`src/design/crw_pkg.sv`:
```
// Shared types and codes for the class A receive window sequencer.
// No dependencies; used by class_a_receive_window_mac.
package crw_pkg;

  // Sequencer states, encoded as they appear on the mac_state output.
  typedef enum logic [2:0] {
    StIdle    = 3'd0,
    StTx      = 3'd1,
    StDelay1  = 3'd2,
    StListen1 = 3'd3,
    StRx1     = 3'd4,
    StDelay2  = 3'd5,
    StListen2 = 3'd6,
    StRx2     = 3'd7
  } mac_state_e;

  // Event codes carried in the command field.
  localparam logic [2:0] CmdTick     = 3'd0;
  localparam logic [2:0] CmdSend     = 3'd1;
  localparam logic [2:0] CmdTxDone   = 3'd2;
  localparam logic [2:0] CmdRxChange = 3'd3;
  localparam logic [2:0] CmdFrame    = 3'd4;
  localparam logic [2:0] CmdDrop     = 3'd5;

  // Radio modes.
  localparam logic [1:0] RadioSleep = 2'd0;
  localparam logic [1:0] RadioTx    = 2'd1;
  localparam logic [1:0] RadioRx    = 2'd2;

  // Register indexes on the configuration port (byte address is 8 times this).
  localparam logic [2:0] RegDelayOne  = 3'd0;
  localparam logic [2:0] RegListenOne = 3'd1;
  localparam logic [2:0] RegDelayTwo  = 3'd2;
  localparam logic [2:0] RegListenTwo = 3'd3;
  localparam logic [2:0] RegOwnAddr   = 3'd4;

  localparam int unsigned TickW = 18;
  localparam logic [TickW-1:0] TickMax = {TickW{1'b1}};
  localparam int unsigned AddrW = 48;

endpackage

```
`src/design/class_a_receive_window_mac.sv`:
```
// Top level of the class A receive window sequencer: event channel, result
// channel and configuration port. Depends on crw_pkg.
//
// Usage:
// Each input item is one event (tick, send request, transmit finished,
// reception change, frame received, frame dropped). The block answers every
// event with exactly one result item: the state and radio mode after the
// event, the start/deliver/discard/error flags and the sent and received
// frame counters.
// The event is evaluated in the cycle it is accepted, and its result is
// presented from the next cycle on. A new event is accepted in every cycle
// in which the result register is empty or its item is being taken, which
// gives a sustained rate of one item per cycle. The limit is the single
// result register: the state update and the deadline compares are combinational.
// If the receiver stalls, the result holds and in_ready_o drops until it is
// taken; no event is lost or reordered.
// Reset puts the block in idle with the radio asleep, the windows disarmed,
// the counters at zero and all window lengths at one tick. The configuration
// port uses 64-bit data with register i at byte address 8*i; pready is always
// high and writes should happen only while the block is idle.
module class_a_receive_window_mac (
  input  logic        clk_i,
  input  logic        rst_ni,
  // Event channel.
  input  logic        in_valid_i,
  output logic        in_ready_o,
  input  logic [2:0]  command_i,
  input  logic        receiving_i,
  input  logic [47:0] dest_address_i,
  // Result channel.
  output logic        out_valid_o,
  input  logic        out_ready_i,
  output logic [2:0]  mac_state_o,
  output logic [1:0]  radio_mode_o,
  output logic        start_send_o,
  output logic        deliver_frame_o,
  output logic        discard_frame_o,
  output logic        request_error_o,
  output logic [31:0] sent_count_o,
  output logic [31:0] received_count_o,
  // Configuration port.
  input  logic        psel,
  input  logic        penable,
  input  logic        pwrite,
  input  logic [5:0]  paddr,
  input  logic [63:0] pwdata,
  output logic [63:0] prdata,
  output logic        pready
);

  // Configuration registers.
  logic [15:0] delay_one_q, listen_one_q, delay_two_q, listen_two_q;
  logic [crw_pkg::AddrW-1:0] own_addr_q;
  logic [2:0] reg_idx;
  logic       cfg_write;

  assign pready    = 1'b1;
  assign reg_idx   = paddr[5:3];
  assign cfg_write = psel && penable && pwrite;

  always_ff @(posedge clk_i or negedge rst_ni) begin
    if (!rst_ni) begin
      delay_one_q  <= 16'd1;
      listen_one_q <= 16'd1;
      delay_two_q  <= 16'd1;
      listen_two_q <= 16'd1;
      own_addr_q   <= '0;
    end else if (cfg_write) begin
      unique case (reg_idx)
        crw_pkg::RegDelayOne:  delay_one_q  <= pwdata[15:0];
        crw_pkg::RegListenOne: listen_one_q <= pwdata[15:0];
        crw_pkg::RegDelayTwo:  delay_two_q  <= pwdata[15:0];
        crw_pkg::RegListenTwo: listen_two_q <= pwdata[15:0];
        crw_pkg::RegOwnAddr:   own_addr_q   <= pwdata[crw_pkg::AddrW-1:0];
        default: ;
      endcase
    end
  end

  always_comb begin
    unique case (reg_idx)
      crw_pkg::RegDelayOne:  prdata = {48'd0, delay_one_q};
      crw_pkg::RegListenOne: prdata = {48'd0, listen_one_q};
      crw_pkg::RegDelayTwo:  prdata = {48'd0, delay_two_q};
      crw_pkg::RegListenTwo: prdata = {48'd0, listen_two_q};
      crw_pkg::RegOwnAddr:   prdata = {16'd0, own_addr_q};
      default:               prdata = '0;
    endcase
  end

  // Cumulative deadlines, measured in ticks from the end of the transmission.
  // Four 16-bit terms always fit in the 18-bit tick range.
  logic [crw_pkg::TickW-1:0] deadline [4];

  always_comb begin
    deadline[0] = {2'b00, delay_one_q};
    deadline[1] = deadline[0] + {2'b00, listen_one_q};
    deadline[2] = deadline[1] + {2'b00, delay_two_q};
    deadline[3] = deadline[2] + {2'b00, listen_two_q};
  end

  // Sequencer state. The state, radio mode and counters are reported as they
  // stand after the last event, so they drive the result ports directly.
  crw_pkg::mac_state_e state_q, state_d;
  logic [1:0]  radio_q, radio_d;
  logic        armed_q, armed_d;
  logic        was_rx_q, was_rx_d;
  logic [crw_pkg::TickW-1:0] ticks_q, ticks_d;
  logic [31:0] sent_q, sent_d, recv_q, recv_d;
  logic        start_q, start_d, deliver_q, deliver_d;
  logic        discard_q, discard_d, req_err_q, req_err_d;
  logic        out_valid_q;
  logic        accept;

  assign in_ready_o = !out_valid_q || out_ready_i;
  assign accept     = in_valid_i && in_ready_o;

  logic [3:0] fired, passed;
  logic       run_fsm;
  logic       medium_on, for_us;
  crw_pkg::mac_state_e next_st;
  logic       do_enter;

  always_comb begin
    state_d   = state_q;
    radio_d   = radio_q;
    armed_d   = armed_q;
    was_rx_d  = was_rx_q;
    ticks_d   = ticks_q;
    sent_d    = sent_q;
    recv_d    = recv_q;
    start_d   = 1'b0;
    deliver_d = 1'b0;
    discard_d = 1'b0;
    req_err_d = 1'b0;
    run_fsm   = 1'b0;
    do_enter  = 1'b0;
    next_st   = state_q;
    fired     = '0;

    // A tick advances the counter only while the windows are armed.
    if (command_i == crw_pkg::CmdTick && armed_q && ticks_q != crw_pkg::TickMax) begin
      ticks_d = ticks_q + crw_pkg::TickW'(1);
    end

    for (int k = 0; k < 4; k++) begin
      if (command_i == crw_pkg::CmdTick && armed_q && ticks_d == deadline[k]) begin
        fired[k] = 1'b1;
      end
    end

    case (command_i)
      crw_pkg::CmdTick: run_fsm = |fired;
      crw_pkg::CmdSend: begin
        if (state_q == crw_pkg::StIdle) begin
          run_fsm = 1'b1;
        end else begin
          req_err_d = 1'b1;
        end
      end
      crw_pkg::CmdTxDone: run_fsm = 1'b1;
      crw_pkg::CmdRxChange: begin
        if (was_rx_q) begin
          radio_d = crw_pkg::RadioSleep;
        end
        was_rx_d = receiving_i;
        run_fsm  = 1'b1;
      end
      crw_pkg::CmdFrame: begin
        if (state_q == crw_pkg::StRx1 || state_q == crw_pkg::StRx2) begin
          run_fsm = 1'b1;
        end else begin
          discard_d = 1'b1;
        end
      end
      crw_pkg::CmdDrop: begin
        radio_d = crw_pkg::RadioSleep;
        run_fsm = 1'b1;
      end
      default: ;
    endcase

    // A deadline counts as passed once it is no longer pending.
    for (int k = 0; k < 4; k++) begin
      passed[k] = fired[k] || !(armed_q && ticks_d < deadline[k]);
    end

    medium_on = (command_i == crw_pkg::CmdRxChange) && receiving_i;
    for_us    = dest_address_i == own_addr_q;

    if (run_fsm) begin
      unique case (state_q)
        crw_pkg::StIdle: begin
          if (command_i == crw_pkg::CmdSend) begin
            do_enter = 1'b1;
            next_st  = crw_pkg::StTx;
          end
        end
        crw_pkg::StTx: begin
          if (command_i == crw_pkg::CmdTxDone) begin
            armed_d  = 1'b1;
            ticks_d  = '0;
            sent_d   = sent_q + 32'd1;
            do_enter = 1'b1;
            next_st  = crw_pkg::StDelay1;
          end
        end
        crw_pkg::StDelay1: begin
          if (passed[0]) begin
            do_enter = 1'b1;
            next_st  = crw_pkg::StListen1;
          end
        end
        crw_pkg::StListen1: begin
          if (passed[1]) begin
            do_enter = 1'b1;
            next_st  = crw_pkg::StDelay2;
          end else if (medium_on) begin
            do_enter = 1'b1;
            next_st  = crw_pkg::StRx1;
          end
        end
        crw_pkg::StDelay2: begin
          if (passed[2]) begin
            do_enter = 1'b1;
            next_st  = crw_pkg::StListen2;
          end
        end
        crw_pkg::StListen2: begin
          if (passed[3]) begin
            do_enter = 1'b1;
            next_st  = crw_pkg::StIdle;
          end else if (medium_on) begin
            do_enter = 1'b1;
            next_st  = crw_pkg::StRx2;
          end
        end
        crw_pkg::StRx1, crw_pkg::StRx2: begin
          if (command_i == crw_pkg::CmdFrame && for_us) begin
            deliver_d = 1'b1;
            recv_d    = recv_q + 32'd1;
            do_enter  = 1'b1;
            next_st   = crw_pkg::StIdle;
          end else if (command_i == crw_pkg::CmdFrame || command_i == crw_pkg::CmdDrop) begin
            discard_d = (command_i == crw_pkg::CmdFrame);
            do_enter  = 1'b1;
            next_st   = (state_q == crw_pkg::StRx1) ? crw_pkg::StListen1
                                                    : crw_pkg::StListen2;
          end
        end
        default: ;
      endcase
    end

    // Entering a state sets the radio; the receive states leave it alone.
    if (do_enter) begin
      state_d = next_st;
      unique case (next_st)
        crw_pkg::StIdle: begin
          radio_d = crw_pkg::RadioSleep;
          armed_d = 1'b0;
        end
        crw_pkg::StTx: begin
          radio_d = crw_pkg::RadioTx;
          start_d = 1'b1;
        end
        crw_pkg::StDelay1, crw_pkg::StDelay2: radio_d = crw_pkg::RadioSleep;
        crw_pkg::StListen1, crw_pkg::StListen2: radio_d = crw_pkg::RadioRx;
        default: ;
      endcase
    end

    // The end of a transmission always puts the radio to sleep.
    if (command_i == crw_pkg::CmdTxDone) begin
      radio_d = crw_pkg::RadioSleep;
    end
  end

  always_ff @(posedge clk_i or negedge rst_ni) begin
    if (!rst_ni) begin
      state_q     <= crw_pkg::StIdle;
      radio_q     <= crw_pkg::RadioSleep;
      armed_q     <= 1'b0;
      was_rx_q    <= 1'b0;
      ticks_q     <= '0;
      sent_q      <= '0;
      recv_q      <= '0;
      start_q     <= 1'b0;
      deliver_q   <= 1'b0;
      discard_q   <= 1'b0;
      req_err_q   <= 1'b0;
      out_valid_q <= 1'b0;
    end else begin
      if (accept) begin
        state_q   <= state_d;
        radio_q   <= radio_d;
        armed_q   <= armed_d;
        was_rx_q  <= was_rx_d;
        ticks_q   <= ticks_d;
        sent_q    <= sent_d;
        recv_q    <= recv_d;
        start_q   <= start_d;
        deliver_q <= deliver_d;
        discard_q <= discard_d;
        req_err_q <= req_err_d;
      end
      if (accept) begin
        out_valid_q <= 1'b1;
      end else if (out_ready_i) begin
        out_valid_q <= 1'b0;
      end
    end
  end

  assign out_valid_o      = out_valid_q;
  assign mac_state_o      = state_q;
  assign radio_mode_o     = radio_q;
  assign start_send_o     = start_q;
  assign deliver_frame_o  = deliver_q;
  assign discard_frame_o  = discard_q;
  assign request_error_o  = req_err_q;
  assign sent_count_o     = sent_q;
  assign received_count_o = recv_q;

endmodule
```
`config.mk`:
```
export PLATFORM = sky130hd
export DESIGN_NAME = class_a_receive_window_mac
export DESIGN_NICKNAME = d
export VERILOG_FILES = /design/src/design/crw_pkg.sv /design/src/design/class_a_receive_window_mac.sv
export SDC_FILE = /design/constraint.sdc
export NUM_CORES = 1
export LEC_CHECK = 0
export BUFFER_PORTS_ARGS = -buffer_cell sky130_fd_sc_hd__buf_2
export CAP_MARGIN = 20
export CORE_MARGIN = 5
export CORE_UTILIZATION = 25
export DETAILED_ROUTE_END_ITERATION = 6
export SLEW_MARGIN = 10
export SYNTH_ARGS = -nofsm -noshare
export SYNTH_HDL_FRONTEND = slang
export SYNTH_SLANG_ARGS = --single-unit
```
`constraint.sdc`:
```
create_clock -name clk_i -period 7.9 [get_ports clk_i]
set_input_delay 0.395 -clock clk_i [delete_from_list [all_inputs] [get_ports clk_i]]
set_output_delay 0.395 -clock clk_i [all_outputs]
set_load 0.03 [all_outputs]
```
==> results of run 1 <==
[critical path: cells and delay by family (launching register included)]
kind	cells	cell delay (ns)
DFF	1	0.57
adders and majority gates	5	1.55
muxes	1	0.39
and+or+nand+nor	10	1.66
xor gates and xnor gates	2	0.38
AOI/OAI and AO/OA	13	2.50
buffers and inverters	2	0.23
[Yosys cell counts (6+ instances only)]
cell type  number  share of area
nor3_1         24         0.0084
nor2_1         71          0.019
and2_1         42          0.018
inv_1          80          0.021
nand4_1        30          0.013
o31ai_1         7         0.0037
nand2b_1       15         0.0066
a211oi_1        6         0.0032
o211ai_1        7         0.0037
nor2b_1        15         0.0066
mux2i_1        17          0.012
nand3_1        52          0.018
nor4_1         14         0.0061
buf_4          17         0.0089
a21o_1         16         0.0084
dfrtp_1       202           0.35
a22o_1         12         0.0074
ha_1          121           0.11
buf_1           8         0.0021
nand2_1       119          0.031
a31oi_1        11         0.0048
a221o_1        18          0.013
o21ai_0        72          0.025
xnor2_1        85          0.052
and3_1         20         0.0088
clkbuf_1       25         0.0066
xor2_1         85          0.052
o21a_1         14         0.0074
and4_1          9         0.0055
a21oi_1        50          0.018
mux2_2        100          0.079
[layout make-up]
class	count	area [sq um]	share of cell area
sequential	206	5160	0.300
clock buffer	32	671	0.0390
timing repair buffer	251	1320	0.0764
multi-input combinational	1137	8680	0.504
clock inverter	9	139	0.00807
inverter	80	300	0.0175
tap	756	946	0.0550
[flip-flops by register name (all words and copies together) (netlist names)]
name / count
armed_q: 1
received_count_o: 32
mac_state_o: 3
own_addr_q: 48
was_rx_q: 1
discard_frame_o: 1
start_send_o: 1
delay_one_q: 16
deliver_frame_o: 1
request_error_o: 1
ticks_q: 18
out_valid_o: 1
delay_two_q: 16
listen_one_q: 16
radio_mode_o: 2
sent_count_o: 32
listen_two_q: 16
[repair_timing]
action	in CTS	in global routing
buffers inserted	0	2
hold buffers	1	0
resized for setup	0	10
hold endpoints to repair	24	0
endpoints found under the setup margin	0	6
[cells by family (layout without fill, tap and decap cells)]
| kind of cell | count (synthesis) | after routing | synth area share |
|---|---|---|---|
| and+or+nand+nor | 451 | 451 | 0.168 |
| muxes | 117 | 117 | 0.0907 |
| buffers and inverters | 135 | 372 | 0.0413 |
| adders and majority gates | 124 | 124 | 0.110 |
| xor gates and xnor gates | 171 | 171 | 0.105 |
| AOI/OAI and AO/OA | 257 | 257 | 0.123 |
| DFF | 206 | 206 | 0.361 |
| other | 2 | 17 | 0.000526 |
[worst paths after layout]
| check | end | depth (start not counted) | startpoint | slack [ns] |
|---|---|---|---|---|
| worst min register to register | sent_count_o[31] | 1 | sent_count_o[31] | 0.47 |
| max in group asynchronous | own_addr_q[4] | 3 | rst_ni | 5.95 |
| worst min-delay path | own_addr_q[38] | 2 | pwdata[38] | 0.08 |
| worst max-delay path | radio_mode_o[1] | 33 | delay_one_q[0] | 0.44 |
| min in group asynchronous | sent_count_o[9] | 2 | rst_ni | 0.49 |
| worst max register to register | radio_mode_o[1] | 33 | delay_one_q[0] | 0.44 |
[routing by layer]
layer  up-vias  routed length, microns  track usage
met1      5717                   18900        0.171
li1       5676                       -            -
met4         2                    1060       0.0315
met3        51                    3080       0.0337
met2       402                   19200        0.215
met5         -                      13            0
[per-stage QoR]
stage / setup TNS, ns / area [sq um] / util
after floorplan: 0 / 14300 / -
after global placement: 0 / 16300 / 0.289
final: 0 / 17200 / 0.305
after global routing: -0.0271 / 17200 / 0.305
after CTS: 0 / 17100 / 0.303
after detailed placement: 0 / 16300 / 0.289
[where the power goes]
part,internal [W],switching (W)
clock,0.000694,0.000464
combinational,0.00136,0.00177
sequential,0.00120,0.000173
total,0.00326,0.00240
==> flow_summary.toml, run 1 <==
[status]
outcome = "finished, final reports clean"

[global_route]
grt_pass1_vias = 12126
grt_max_degree = 91
grt_overflow_total = 0
grt_util_all_layers = 0.130
antenna_found_initial = 1
grt_first_pass_wirelength_mm = 66.5

[detailed_routing]
routed_wl_mm = 42.3
drt_iter0_drc = 715
wl_per_cell_microns = 17.1
drt_first_pass_iters = 5
detail-route-antenna-nets = 0
viasPerCell = 4.79
drc = 0
vias = 11848

[cts]
cts_tree = "yes"
clockBufferDepth = 3
cts.root.buffer_cell = "clkbuf_16"
clkSlewWorstSetupHoldPaths_ns = 0.07
htree_levels = 1
numCtsBuffers = 24
clk_latency_ns = 0.55
cts.sinks = 206

[place]
dp_cells = 2426
post-place-ws_ns = 0.332
dp_hpwl_mm = 33.0
port_buffers = 232
place.gp.congestion = 0.854

[floorplan]
die_w_microns = 249
dieHeight_microns = 249
ios = 269
rows = 87
start_util = 0.253
dieArea_sq_um = 62000
coreArea_sq_um = 56500

[yosys]
synth_area_per_cell_sq_um = 9.76
synth-main-ff-cell = "dfrtp_1"
ys_types = 79
synth_seq_cells = 206
synthArstFlopShare = 1.00
yosys_warnings = 0
syn-cell-area_sq_um = 14300
yosysSeqAreaShare = 0.361
synth-edff-count = 0
syn_inst = 1463

[finish]
final_common_cell = "buf_2"
final_cell_mix = "buf_2, dfrtp_1, ha_1"
nets = 1953
area_growth_pct = 20.5
nFillCells = 5862
layout-drive-gt1-share = 0.251
fin_cells = 2471
antenna_cells = 0

[critical_path]
cp_slowest_cell = "dfstp_2"
cp-end-kind = "flop"
cpPeakStageDelay_ns = 0.57
worst_setup_path_start_kind = "flop"
critPathRequiredTime_ns = 8.30
crit_fanout = 8
cp.arrival_ns = 7.86
crit_type = "reg -> reg"
crit_top_cell = "ha_1"

[timing]
finalClockSkew_ns = 0.0333
report.final.slew_viol_count = 0
hold_violations = 0
max_freq_ghz = 0.134
fin_crit_ns = 7.46
relSlewSlack = 0.348
finalSetupViolCount = 0
worst_pin_slew_ns = 0.975
post-route-period-util = 0.944
worst_slack_ns = 0.440
hold_ws_ns = 0.0782

[pwr]
power_leakage_nw = 8.44
powerDensity_nw_per_um2 = 329
finalPower_w = 0.00566
ir_drop_mv = 0.166

[worst_hold_path]
hold_path_class = "in -> reg"

[flow_run]
max-cap-violations = 0
No activity file was read; power rests on OpenSTA's default activity.
==> run 2, diff against run 1 <==
Settings changed: CORE_UTILIZATION 25 to 48, PLACE_DENSITY set to 0.71.
==> run 2 against run 1 <==
Compared with the run above: fmax fell by 0.27%; cell count fell by 15%; critical path depth fell by 2; worst hold slack improved by 0.0088 ns; die area fell by 46%; sequential power barely moved; global-route usage rose by 9.8 points; wire length fell by 8.1%; via count rose by 0.30%; clock power fell by 8%; sequential cell count did not move.
==> flow_summary.toml, run 2 (synthesis results as in run 1) <==
[cts]
numCtsBuffers = 24
cts.root.buffer_cell = "clkbuf_16"
cts.sinks = 206
htree_levels = 1
clk_latency_ns = 0.54
cts_tree = "yes"
clkSlewWorstSetupHoldPaths_ns = 0.06
clockBufferDepth = 3

[timing]
hold_ws_ns = 0.0870
post-route-period-util = 0.947
finalClockSkew_ns = 0.0318
setup_tns_ns = 0
max_freq_ghz = 0.134
relSlewSlack = 0.340
finalSetupViolCount = 0
hold_violations = 0
worst_pin_slew_ns = 0.991
report.final.slew_viol_count = 0
fin_crit_ns = 7.48

[floorplan]
dieHeight_microns = 183
ios = 269
coreArea_sq_um = 29500
start_util = 0.485
die_w_microns = 183
dieArea_sq_um = 33300
rows = 63

[finish]
largest_reg_flops = 48
layout-drive-gt1-share = 0.254
antenna_cells = 0
area_growth_pct = 16.7
utilization = 0.565
nets = 1951
design_area_sq_um = 16700
final_cell_mix = "buf_2, dfrtp_1, nand2_1, ha_1, mux2_2"
final_common_cell = "buf_2"
top_register = "own_addr_q"

[flow_run]
max-cap-violations = 0

[detailed_routing]
detail-route-antenna-nets = 0
drc = 0
vias = 11884
drt_first_pass_iters = 5
drt_iter0_drc = 626
wl_per_cell_microns = 18.5
viasPerCell = 5.65
routed_wl_mm = 38.9

[critical_path]
cp_slowest_cell = "dfstp_2"
cpPeakStageDelay_ns = 0.57
cp.arrival_ns = 7.86
ff2ff_setup_slack_ns = 0.42
timing.rr.end = "mac_state_o[0]"
crit_start = "delay_one_q[0]"
crit_end = "mac_state_o[0]"
crit_type = "reg -> reg"
cp-end-kind = "flop"
reg2reg_from = "delay_one_q[0]"
crit_fanout = 8
worst_setup_path_start_kind = "flop"
worst_r2r_path_depth = 31
critPathRequiredTime_ns = 8.28

[place]
place.gp.congestion = 0.921
dp_hpwl_mm = 30.3
place_area_sq_um = 15800
port_buffers = 232

[global_route]
grt_max_degree = 80
grt_first_pass_wirelength_mm = 62.7
grt_overflow_total = 0
grt_util_all_layers = 0.227
grt_pass1_vias = 12121
antenna_found_initial = 0

[pwr]
ir_drop_mv = 0.183
power_leakage_nw = 8.40
finalPower_w = 0.00553
powerDensity_nw_per_um2 = 332

[status]
outcome = "finished, final reports clean"

[worst_hold_path]
hold_path_class = "in -> reg"
## run 2: through the flow
step,std cells,setup slack (ns)
final,2105,0.420
after global routing,2105,-0.00974
after detailed placement,2059,0.316
after global placement,2059,0.434
after floorplan,1478,1.13
after CTS,2103,0.260
## run 2: layer usage
layer,up-vias,routed length (microns),track usage
met3,59,3270,0.0594
met1,5750,15800,0.278
met2,403,18800,0.398
met5,-,0,0
met4,0,981,0.0603
li1,5672,-,-
## run 2: worst max-delay path, delay by kind of cell (launching register included)
kind / cells / cell delay, ns
muxes: 1 / 0.38
xor gates and xnor gates: 2 / 0.34
adders and majority gates: 5 / 1.55
DFF: 1 / 0.57
buffers and inverters: 1 / 0.06
AOI/OAI and AO/OA: 16 / 3.12
and+or+nand+nor: 6 / 1.28
## run 2: repair_timing
item	4_1_cts	5_1_grt
hold buffers	1	0
setup buffers	0	1
endpoints found under the setup margin	0	6
resized for setup	0	10
hold endpoints to repair	73	0
## run 2: worst min path at each step
stage | start | endpoint | slack [ns] | cells past startpoint
after floorplan | rst_ni | armed_q | 0.1 | 0
after detailed placement | sent_count_o[31] | sent_count_o[31] | 0.46 | 1
final | pwdata[31] | own_addr_q[31] | 0.09 | 2
after global placement | sent_count_o[31] | sent_count_o[31] | 0.45 | 1
after CTS | pwdata[19] | own_addr_q[19] | 0.06 | 2
after global routing | pwdata[17] | own_addr_q[17] | 0.07 | 2
## run 2: layout make-up
type                    count  area, sq um
multi-input cells        1137         8670
clock buffers              28          636
flip-flops and latches    206         5160
fillers                  2629        12800
well taps                 390          488
inverters                  80          300
repair buffers            249         1300
clock inverters            15          119
## run 2: report_power, final
group / total, W / switching (W) / internal, W
logic: 0.00307 / 0.00173 / 0.00134
registers: 0.00139 / 0.000188 / 0.00120
clock network: 0.00107 / 0.000464 / 0.000610
total: 0.00553 / 0.00238 / 0.00315
